File: src/design/utfsan_pkg.sv
// ----------------------------------------------------------------------------
// utfsan_pkg
// Shared types and constants for the UTF-8 sanitizer with newline
// normalization: request and result payloads, the decoded result list.
// ----------------------------------------------------------------------------
package utfsan_pkg;

	// Byte values used by the decoder
	localparam logic [7:0] REP_B0   = 8'hEF;
	localparam logic [7:0] REP_B1   = 8'hBF;
	localparam logic [7:0] REP_B2   = 8'hBD;
	localparam logic [7:0] LEAD2_LO = 8'hC2;
	localparam logic [7:0] LEAD2_HI = 8'hDF;
	localparam logic [7:0] LEAD3_LO = 8'hE0;
	localparam logic [7:0] LEAD3_HI = 8'hEF;
	localparam logic [7:0] LEAD4_LO = 8'hF0;
	localparam logic [7:0] LEAD4_HI = 8'hF4;
	localparam logic [7:0] LEAD_E0  = 8'hE0;
	localparam logic [7:0] LEAD_ED  = 8'hED;
	localparam logic [7:0] LEAD_F0  = 8'hF0;
	localparam logic [7:0] LEAD_F4  = 8'hF4;
	localparam logic [7:0] CONT_LO  = 8'h80;
	localparam logic [7:0] CONT_HI  = 8'hBF;
	localparam logic [7:0] CONT_E0_LO = 8'hA0;
	localparam logic [7:0] CONT_ED_HI = 8'h9F;
	localparam logic [7:0] CONT_F0_LO = 8'h90;
	localparam logic [7:0] CONT_F4_HI = 8'h8F;
	localparam logic [7:0] CHR_NUL  = 8'h00;
	localparam logic [7:0] CHR_LF   = 8'h0A;
	localparam logic [7:0] CHR_FF   = 8'h0C;
	localparam logic [7:0] CHR_CR   = 8'h0D;

	// Most result bytes one request can cause
	localparam int MAX_OUT = 6;

	// Request payload
	typedef struct packed {
		logic [7:0] in_byte;
		logic       stream_end;
	} item_t;

	// Result payload
	typedef struct packed {
		logic [7:0] out_byte;
		logic       byte_present;
		logic       run_last;
		logic       output_end;
	} result_t;

	// All results of one request, first byte in the low bits
	typedef struct packed {
		logic [8*MAX_OUT-1:0] data;
		logic [2:0]           cnt;
		logic                 present;
		logic                 is_end;
	} res_list_t;

endpackage

File: src/design/utfsan_decode.sv
// ----------------------------------------------------------------------------
// utfsan_decode
// Decoder state (held sequence, CR flag) and the single-pass logic that
// turns one request byte into its list of result bytes.
// ----------------------------------------------------------------------------
module utfsan_decode (
	input  logic                  clk,
	input  logic                  arst_n,
	input  utfsan_pkg::item_t     item,
	input  logic                  advance,
	output utfsan_pkg::res_list_t res
);
	import utfsan_pkg::*;

	typedef struct packed {
		logic [1:0]  n;
		logic [23:0] bytes;
		logic        cr;
		logic        hold;
		logic [1:0]  need;
	} fresh_t;

	logic [7:0] held0_q, held1_q, held2_q;
	logic [1:0] held_cnt_q, need_q;
	logic       cr_q;

	logic [1:0] held_cnt_d, need_d;
	logic       cr_d;
	logic       wr0, wr1, wr2;
	logic [7:0] lo, hi;
	logic       cont_ok;
	logic       run_fresh;
	fresh_t     f;
	res_list_t  lst;

	// Append one byte to the result list
	function automatic res_list_t put(res_list_t l, logic [7:0] b);
		res_list_t r;
		r = l;
		if (l.cnt < 3'(MAX_OUT)) begin
			r.data = l.data | ((8*MAX_OUT)'(b) << {l.cnt, 3'b000});
			r.cnt  = l.cnt + 3'd1;
		end
		return r;
	endfunction

	function automatic res_list_t put_rep(res_list_t l);
		res_list_t r;
		r = put(l, REP_B0);
		r = put(r, REP_B1);
		r = put(r, REP_B2);
		return r;
	endfunction

	// Handle a byte with nothing held
	function automatic fresh_t fresh(logic [7:0] b, logic was_cr);
		fresh_t r;
		r = '0;
		if (b < CONT_LO) begin
			if (b == CHR_CR) begin
				r.n = 2'd1;
				r.bytes = {16'h0, CHR_LF};
				r.cr = 1'b1;
			end else if (b == CHR_LF && was_cr) begin
				r.n = 2'd0;
			end else if (b == CHR_FF) begin
				r.n = 2'd1;
				r.bytes = {16'h0, CHR_LF};
			end else if (b == CHR_NUL) begin
				r.n = 2'd3;
				r.bytes = {REP_B2, REP_B1, REP_B0};
			end else begin
				r.n = 2'd1;
				r.bytes = {16'h0, b};
			end
		end else if (b >= LEAD2_LO && b <= LEAD2_HI) begin
			r.hold = 1'b1;
			r.need = 2'd1;
		end else if (b >= LEAD3_LO && b <= LEAD3_HI) begin
			r.hold = 1'b1;
			r.need = 2'd2;
		end else if (b >= LEAD4_LO && b <= LEAD4_HI) begin
			r.hold = 1'b1;
			r.need = 2'd3;
		end else begin
			r.n = 2'd3;
			r.bytes = {REP_B2, REP_B1, REP_B0};
		end
		return r;
	endfunction

	// Tight second-byte range after the lead
	always_comb begin
		lo = CONT_LO;
		hi = CONT_HI;
		if (held_cnt_q == 2'd1) begin
			if (held0_q == LEAD_E0) lo = CONT_E0_LO;
			if (held0_q == LEAD_ED) hi = CONT_ED_HI;
			if (held0_q == LEAD_F0) lo = CONT_F0_LO;
			if (held0_q == LEAD_F4) hi = CONT_F4_HI;
		end
		cont_ok = (item.in_byte >= lo) && (item.in_byte <= hi);
	end

	assign f = fresh(item.in_byte, cr_q);

	// Build the result list and the next state
	always_comb begin
		lst        = '0;
		held_cnt_d = held_cnt_q;
		need_d     = need_q;
		cr_d       = cr_q;
		wr0        = 1'b0;
		wr1        = 1'b0;
		wr2        = 1'b0;
		run_fresh  = 1'b0;

		if (held_cnt_q == 2'd0) begin
			run_fresh = 1'b1;
		end else if (cont_ok) begin
			if (held_cnt_q >= need_q) begin
				// sequence complete: pass it through
				lst = put(lst, held0_q);
				if (held_cnt_q >= 2'd2) lst = put(lst, held1_q);
				if (held_cnt_q == 2'd3) lst = put(lst, held2_q);
				lst = put(lst, item.in_byte);
				held_cnt_d = 2'd0;
				need_d     = 2'd0;
			end else begin
				wr1 = (held_cnt_q == 2'd1);
				wr2 = (held_cnt_q == 2'd2);
				held_cnt_d = held_cnt_q + 2'd1;
			end
		end else begin
			// broken sequence: replace it, then redo this byte
			lst = put_rep(lst);
			held_cnt_d = 2'd0;
			need_d     = 2'd0;
			run_fresh  = 1'b1;
		end

		if (run_fresh) begin
			for (int k = 0; k < 3; k++) begin
				if (k < int'(f.n)) lst = put(lst, f.bytes[8*k +: 8]);
			end
			cr_d = f.cr;
			if (f.hold) begin
				wr0        = 1'b1;
				held_cnt_d = 2'd1;
				need_d     = f.need;
			end
		end

		lst.present = 1'b1;
		lst.is_end  = item.stream_end;
		if (item.stream_end) begin
			// truncated tail gives one replacement
			if (held_cnt_d != 2'd0) lst = put_rep(lst);
			held_cnt_d = 2'd0;
			need_d     = 2'd0;
			cr_d       = 1'b0;
			if (lst.cnt == 3'd0) begin
				lst.cnt     = 3'd1;
				lst.present = 1'b0;
			end
		end
	end

	assign res = lst;

	// Advance control state
	always_ff @(posedge clk or negedge arst_n) begin
		if (!arst_n) begin
			held_cnt_q <= 2'd0;
			need_q     <= 2'd0;
			cr_q       <= 1'b0;
		end else if (advance) begin
			held_cnt_q <= held_cnt_d;
			need_q     <= need_d;
			cr_q       <= cr_d;
		end
	end

	// Hold bytes of an unfinished sequence
	always_ff @(posedge clk) begin
		if (advance && wr0) held0_q <= item.in_byte;
		if (advance && wr1) held1_q <= item.in_byte;
		if (advance && wr2) held2_q <= item.in_byte;
	end

endmodule

File: src/design/utfsan_outbuf.sv
// ----------------------------------------------------------------------------
// utfsan_outbuf
// Result register: holds one request's byte list and sends it one byte per
// cycle while rsp_stall is low, marking the last byte of run and stream.
// ----------------------------------------------------------------------------
module utfsan_outbuf (
	input  logic                  clk,
	input  logic                  arst_n,
	input  utfsan_pkg::res_list_t load_list,
	input  logic                  load,
	output logic                  ready,
	output logic                  rsp_valid,
	input  logic                  rsp_stall,
	output utfsan_pkg::result_t   rsp
);
	import utfsan_pkg::*;

	logic [8*MAX_OUT-1:0] data_q;
	logic [2:0]           cnt_q;
	logic                 present_q;
	logic                 end_q;
	logic                 take;
	logic                 last;

	assign rsp_valid = (cnt_q != 3'd0);
	assign take      = rsp_valid && !rsp_stall;
	assign last      = (cnt_q == 3'd1);
	assign ready     = !rsp_valid || (last && !rsp_stall);

	always_comb begin
		rsp.out_byte     = data_q[7:0];
		rsp.byte_present = present_q;
		rsp.run_last     = last;
		rsp.output_end   = last && end_q;
	end

	// Load a new list, or shift out the byte just taken
	always_ff @(posedge clk or negedge arst_n) begin
		if (!arst_n) begin
			cnt_q <= 3'd0;
		end else if (load && ready) begin
			cnt_q <= load_list.cnt;
		end else if (take) begin
			cnt_q <= cnt_q - 3'd1;
		end
	end

	always_ff @(posedge clk) begin
		if (load && ready) begin
			data_q    <= load_list.data;
			present_q <= load_list.present;
			end_q     <= load_list.is_end;
		end else if (take) begin
			data_q <= data_q >> 8;
		end
	end

endmodule

File: src/design/utf8_sanitize_newline_normalize.sv
// ----------------------------------------------------------------------------
// utf8_sanitize_newline_normalize
// UTF-8 sanitizer: CR, CRLF and FF become LF, NUL and ill-formed sequences
// become U+FFFD, well-formed UTF-8 passes unchanged.
// ----------------------------------------------------------------------------
//  channel | signals                     | payload
//  --------+-----------------------------+------------------------------------
//  request | req_valid, req_stall, req   | in_byte, stream_end
//  result  | rsp_valid, rsp_stall, rsp   | out_byte, byte_present, run_last,
//          |                             | output_end
//
//  A request is registered, decoded in one pass into 0 to 6 result bytes, and
//  those are sent one per cycle while rsp_stall is low from the result
//  register. A request passes the input register and then the result register
//  before its first result shows. Reset clears the decoder state and empties
//  both registers. req_stall rises while the input register holds a request
//  and the result register still holds bytes that will not drain this cycle;
//  requests that give no result wait for the result register too.
// ----------------------------------------------------------------------------
module utf8_sanitize_newline_normalize (
	input  logic                clk,
	input  logic                arst_n,
	input  logic                req_valid,
	output logic                req_stall,
	input  utfsan_pkg::item_t   req,
	output logic                rsp_valid,
	input  logic                rsp_stall,
	output utfsan_pkg::result_t rsp
);
	import utfsan_pkg::*;

	item_t     item_s1;
	logic      valid_s1;
	logic      ob_ready;
	logic      advance;
	res_list_t list;

	assign advance   = valid_s1 && ob_ready;
	assign req_stall = valid_s1 && !ob_ready;

	// Input register
	always_ff @(posedge clk or negedge arst_n) begin
		if (!arst_n) begin
			valid_s1 <= 1'b0;
		end else if (!req_stall) begin
			valid_s1 <= req_valid;
		end
	end

	always_ff @(posedge clk) begin
		if (req_valid && !req_stall) item_s1 <= req;
	end

	utfsan_decode u_decode (
		.clk     (clk),
		.arst_n  (arst_n),
		.item    (item_s1),
		.advance (advance),
		.res     (list)
	);

	utfsan_outbuf u_outbuf (
		.clk       (clk),
		.arst_n    (arst_n),
		.load_list (list),
		.load      (valid_s1),
		.ready     (ob_ready),
		.rsp_valid (rsp_valid),
		.rsp_stall (rsp_stall),
		.rsp       (rsp)
	);

endmodule

File: config.mk
export PLATFORM = sky130hd
export DESIGN_NAME = utf8_sanitize_newline_normalize
export DESIGN_NICKNAME = d
export VERILOG_FILES = /design/src/design/utfsan_pkg.sv /design/src/design/utfsan_decode.sv /design/src/design/utfsan_outbuf.sv /design/src/design/utf8_sanitize_newline_normalize.sv
export SDC_FILE = /design/constraint.sdc
export NUM_CORES = 1
export LEC_CHECK = 0
export ABC_AREA = 0
export BUFFER_PORTS_ARGS = -buffer_cell sky130_fd_sc_hd__buf_2
export CELL_PAD_IN_SITES_DETAIL_PLACEMENT = 1
export CELL_PAD_IN_SITES_GLOBAL_PLACEMENT = 2
export CORE_MARGIN = 2
export CORE_UTILIZATION = 40
export DETAILED_ROUTE_END_ITERATION = 12
export GPL_TIMING_DRIVEN = 0
export HOLD_SLACK_MARGIN = 0.1
export PLACE_DENSITY_LB_ADDON = 0.3
export SLEW_MARGIN = 0
export SYNTH_ARGS = -nofsm -noshare
export SYNTH_HDL_FRONTEND = slang
export SYNTH_HIERARCHICAL = 1
export SYNTH_SLANG_ARGS = --single-unit
File: constraint.sdc
create_clock -name clk -period 9.4 [get_ports clk]
set_input_delay 2.82 -clock clk [delete_from_list [all_inputs] [get_ports clk]]
set_output_delay 2.82 -clock clk [all_outputs]
set_load 0.02 [all_outputs]
==> summary.md <==
| Metric | Value |
|---|---|
| Status | `completed` |
| Syn-to-layout area delta | `11.52%` |
| Die span in x | `around 130 um` |
| Slowest CP cell | `a2111oi_4` |
| Netlist cell types | `88` |
| First-pass detailed-route iteration total | `5` |
| Starting DRT DRC Count | `roughly 500` |
| Nets | `roughly 800` |
| Ports | `26` |
| Fin crit period | `8.724 ns` |
| Req. time, crit path | `roughly 9.5 ns` |
| Die area | `between 15,000 and 20,000 um^2` |
| Warnings, synthesis | `6` |
| VDD IR max | `about 250 uV` |
| Most used cell, CP | `ha_1` |
| # hold bufs at CTS | `0` |
| Tcrit/Tclk final | `between 90% and 100%` |
| Dominant cells by area after synthesis | `edfxtp_1, nand2_1, ha_1` |
| GRT Residual Overflow | `0` |
| Met3 Wirelength | `~1100 um` |
| Post-synth ARST share | `9.783%` |
| Unrepaired setup endpoints after global routing | `false` |
| Number of global-route vias before repair | `roughly 6,100` |
| Pin count of the biggest net entering global routing | `30` |
| Leak | `0.002952 uW` |
| Synthesized cell area | `6507 um^2` |
| Starting Density | `slightly above 40%` |
| Final Max Tran Viols | `0` |
| Clock latency at the later pin of the worst-skew pair | `0.37 ns` |
| CTS tree | `yes` |
| Final setup vio count | `0` |
| Fill count | `between 1,500 and 2,000` |
| EDFF count, synth | `83` |
| Tot GR Track Use | `a little over a quarter` |
| Number of cells after detailed placement | `roughly 1,000` |
| DR WL met2 | `10,560 um` |
| Gate count of the mapped netlist | `730` |
| Setup TNS | `0 ns` |
| CP arrival | `between 8 and 9 ns` |
| Avg Synthesized Cell Area | `~8.9 um^2` |
| Yosys reg bits | `around 90` |
| Final count of hold timing violations | `0` |
| Tot Pwr | `roughly 3100 uW` |
| DRC | `0` |
| Clock sink total | `92` |
| Worst-path clk slew | `0.08 ns` |
| Post-DP HPWL | `about 17,000 um` |
| Register area share after synthesis | `a little over two fifths` |
| Yosys top cell area share | `between 30% and 40%` |
| TritonCTS buffer count | `9` |
| Non-Filler Instances | `989` |
| Placeable core area | `roughly 16,000 um^2` |
| CTS Buffer Depth | `2` |
| Worst path buffer plus inverter count | `6` |
| Routed vias | `a little under 6,000` |
| HP Class | `reg -> reg` |
| Commonest non-fill, non-tap cell in the layout | `nand2_1` |
| Crit. End Element | `flop` |
| Worst-path maximum fanout | `10` |
| CP max stage delay | `~0.52 ns` |
| Layout cells sized above 1 | `between 10% and 20%` |
| Fmax | `approximately 110 MHz` |
| Worst setup SP type | `flop` |
| Critical path type | `reg -> reg` |
| Total wire length | `22,300 um` |
| Initial antenna violation count | `0` |
| Clock root buffer master | `clkbuf_16` |
| Highest Signal Layer | `met4` |
| Diodes inserted | `0` |
| M1 WL | `slightly above 10,000 um` |
| FP Rows | `46` |
| First-pass GRT wire length | `between 30,000 and 40,000 um` |
| Slew HR | `approximately 40%` |
| Pwr/cell area | `424.1 nW/um^2` |
| Port Buffers | `25` |
| Ys flop type | `edfxtp_1` |
| Vias per inst | `6.001` |
| Die Ht | `131.6 um` |
| WL per Instance | `roughly 23 um` |
| DRT antenna net count | `0` |
| Worst Skew | `0.01390 ns` |
| Max-Cap Viols | `0` |
| Post-Syn Nets | `765` |
| Worst Max-Slew Pin Slew | `0.9100 ns` |
| Htree depth | `3` |
| GP Congestion | `slightly below 1` |
| CP top delay family | `compound AO/OA/AOI/OAI gates` |
| Post-synth top area cell | `edfxtp_1` |
| Most frequent cells in the layout | `nand2_1, edfxtp_1, nor2_1` |
[flip-flops by register name, indices dropped and copies added, names as in the netlist]
name                 flops
u_outbuf/data_q         48
item_s1                  9
u_decode/held0_q         8
u_decode/held1_q         8
u_decode/held2_q         8
u_outbuf/cnt_q           3
u_decode/held_cnt_q      2
u_decode/need_q          2
u_decode/cr_q            1
u_outbuf/end_q           1
u_outbuf/present_q       1
valid_s1                 1
[layout make-up]
cell class              count  area [um^2]  area share [%]
flip-flops and latches     92         2718           37.45
inverters                  24        95.09           1.310
clock buffers               9        225.2           3.103
repair buffers             27        172.7           2.379
multi-input cells         565         3465           47.74
clock inverters             7        58.81          0.8103
well taps                 216        270.3           3.724
plain buffers              49        252.7           3.483
[where the power goes]
part	switching (uW)	internal [uW]
logic	1340	672
clock network	179	184
registers	65.7	637
total	1580	1490
[timing repair]
action / 4_1_cts / 5_1_grt
setup buffers: 0 / 0
endpoints found under the setup margin: 0 / 13
resized for setup: 0 / 6
[cells in the mapped netlist (all sizes together), types with 6 or more instances]
cell and number:
o31ai 8, a21oi 34, a31oi 6, o211ai 14, and2 17, dfrtp 9, buf 27, ha 22
a211oi 9, a22oi 10, inv 23, or2 7, a21o 16, nand3 13, nand2b 12, nand2 180
nor3 12, mux2i 9, clkbuf 22, edfxtp 83, a221o 6, nor2 50, nor4 6, o21ai 45
o22ai 8
[layer usage]
metal,GRT usage [%],up-vias
met5,0,-
met4,9.843,0
met3,3.125,45
met2,42.84,208
met1,35.47,2950
li1,-,2732
[worst paths after layout]
kind | startpoint | endpoint | slack [ns] | cells past startpoint
setup / recovery | u_decode/held_cnt_q[1] | u_outbuf/data_q[24] | 0.68 | 32
hold / removal | u_outbuf/data_q[23] | u_outbuf/data_q[15] | 0.52 | 2
setup reg to reg | u_decode/held_cnt_q[1] | u_outbuf/data_q[24] | 0.68 | 32
hold reg to reg | u_outbuf/data_q[23] | u_outbuf/data_q[15] | 0.52 | 2
max in group asynchronous | arst_n | u_decode/held_cnt_q[1] | 6.89 | 1
min in group asynchronous | arst_n | u_outbuf/cnt_q[0] | 2.31 | 1
[cells by family (layout without fill, tap and decap cells)]
| kind of cell | Yosys count | in the layout | synth area share [%] |
|---|---|---|---|
| buffers and inverters | 73 | 116 | 5.307 |
| AOI/OAI and AO/OA | 202 | 202 | 23.19 |
| adders and majority gates | 22 | 22 | 4.230 |
| muxes | 12 | 12 | 1.903 |
| and+or+nand+nor | 326 | 326 | 23.28 |
| DFF | 92 | 92 | 41.76 |
| other | 1 | 1 | 0.05763 |
| xor gates and xnor gates | 2 | 2 | 0.2692 |
[worst min-delay path: stages, from the launching register on]
cell	delay, ns
edfxtp_1	0.32
nand2_1	0.05
nand2_1	0.05
[per-stage QoR]
| stage | setup WS, ns | hold WS, ns | instance area [um^2] | utilization, % |
|---|---|---|---|---|
| 2_1_floorplan | 2.411 | 0.4579 | 6507 | - |
| 3_5_place_dp | 0.5997 | 0.5027 | 6958 | 43.80 |
| 4_1_cts | 0.5364 | 0.5255 | 7242 | 45.59 |
| 6_report | 0.6762 | 0.5202 | 7257 | 45.68 |
| 5_1_grt | 0.09318 | 0.5530 | 7257 | 45.68 |
| 3_3_place_gp | 0.7059 | 0.4852 | 6903 | 43.45 |
Note: power is estimated with default switching activity, not from simulation.
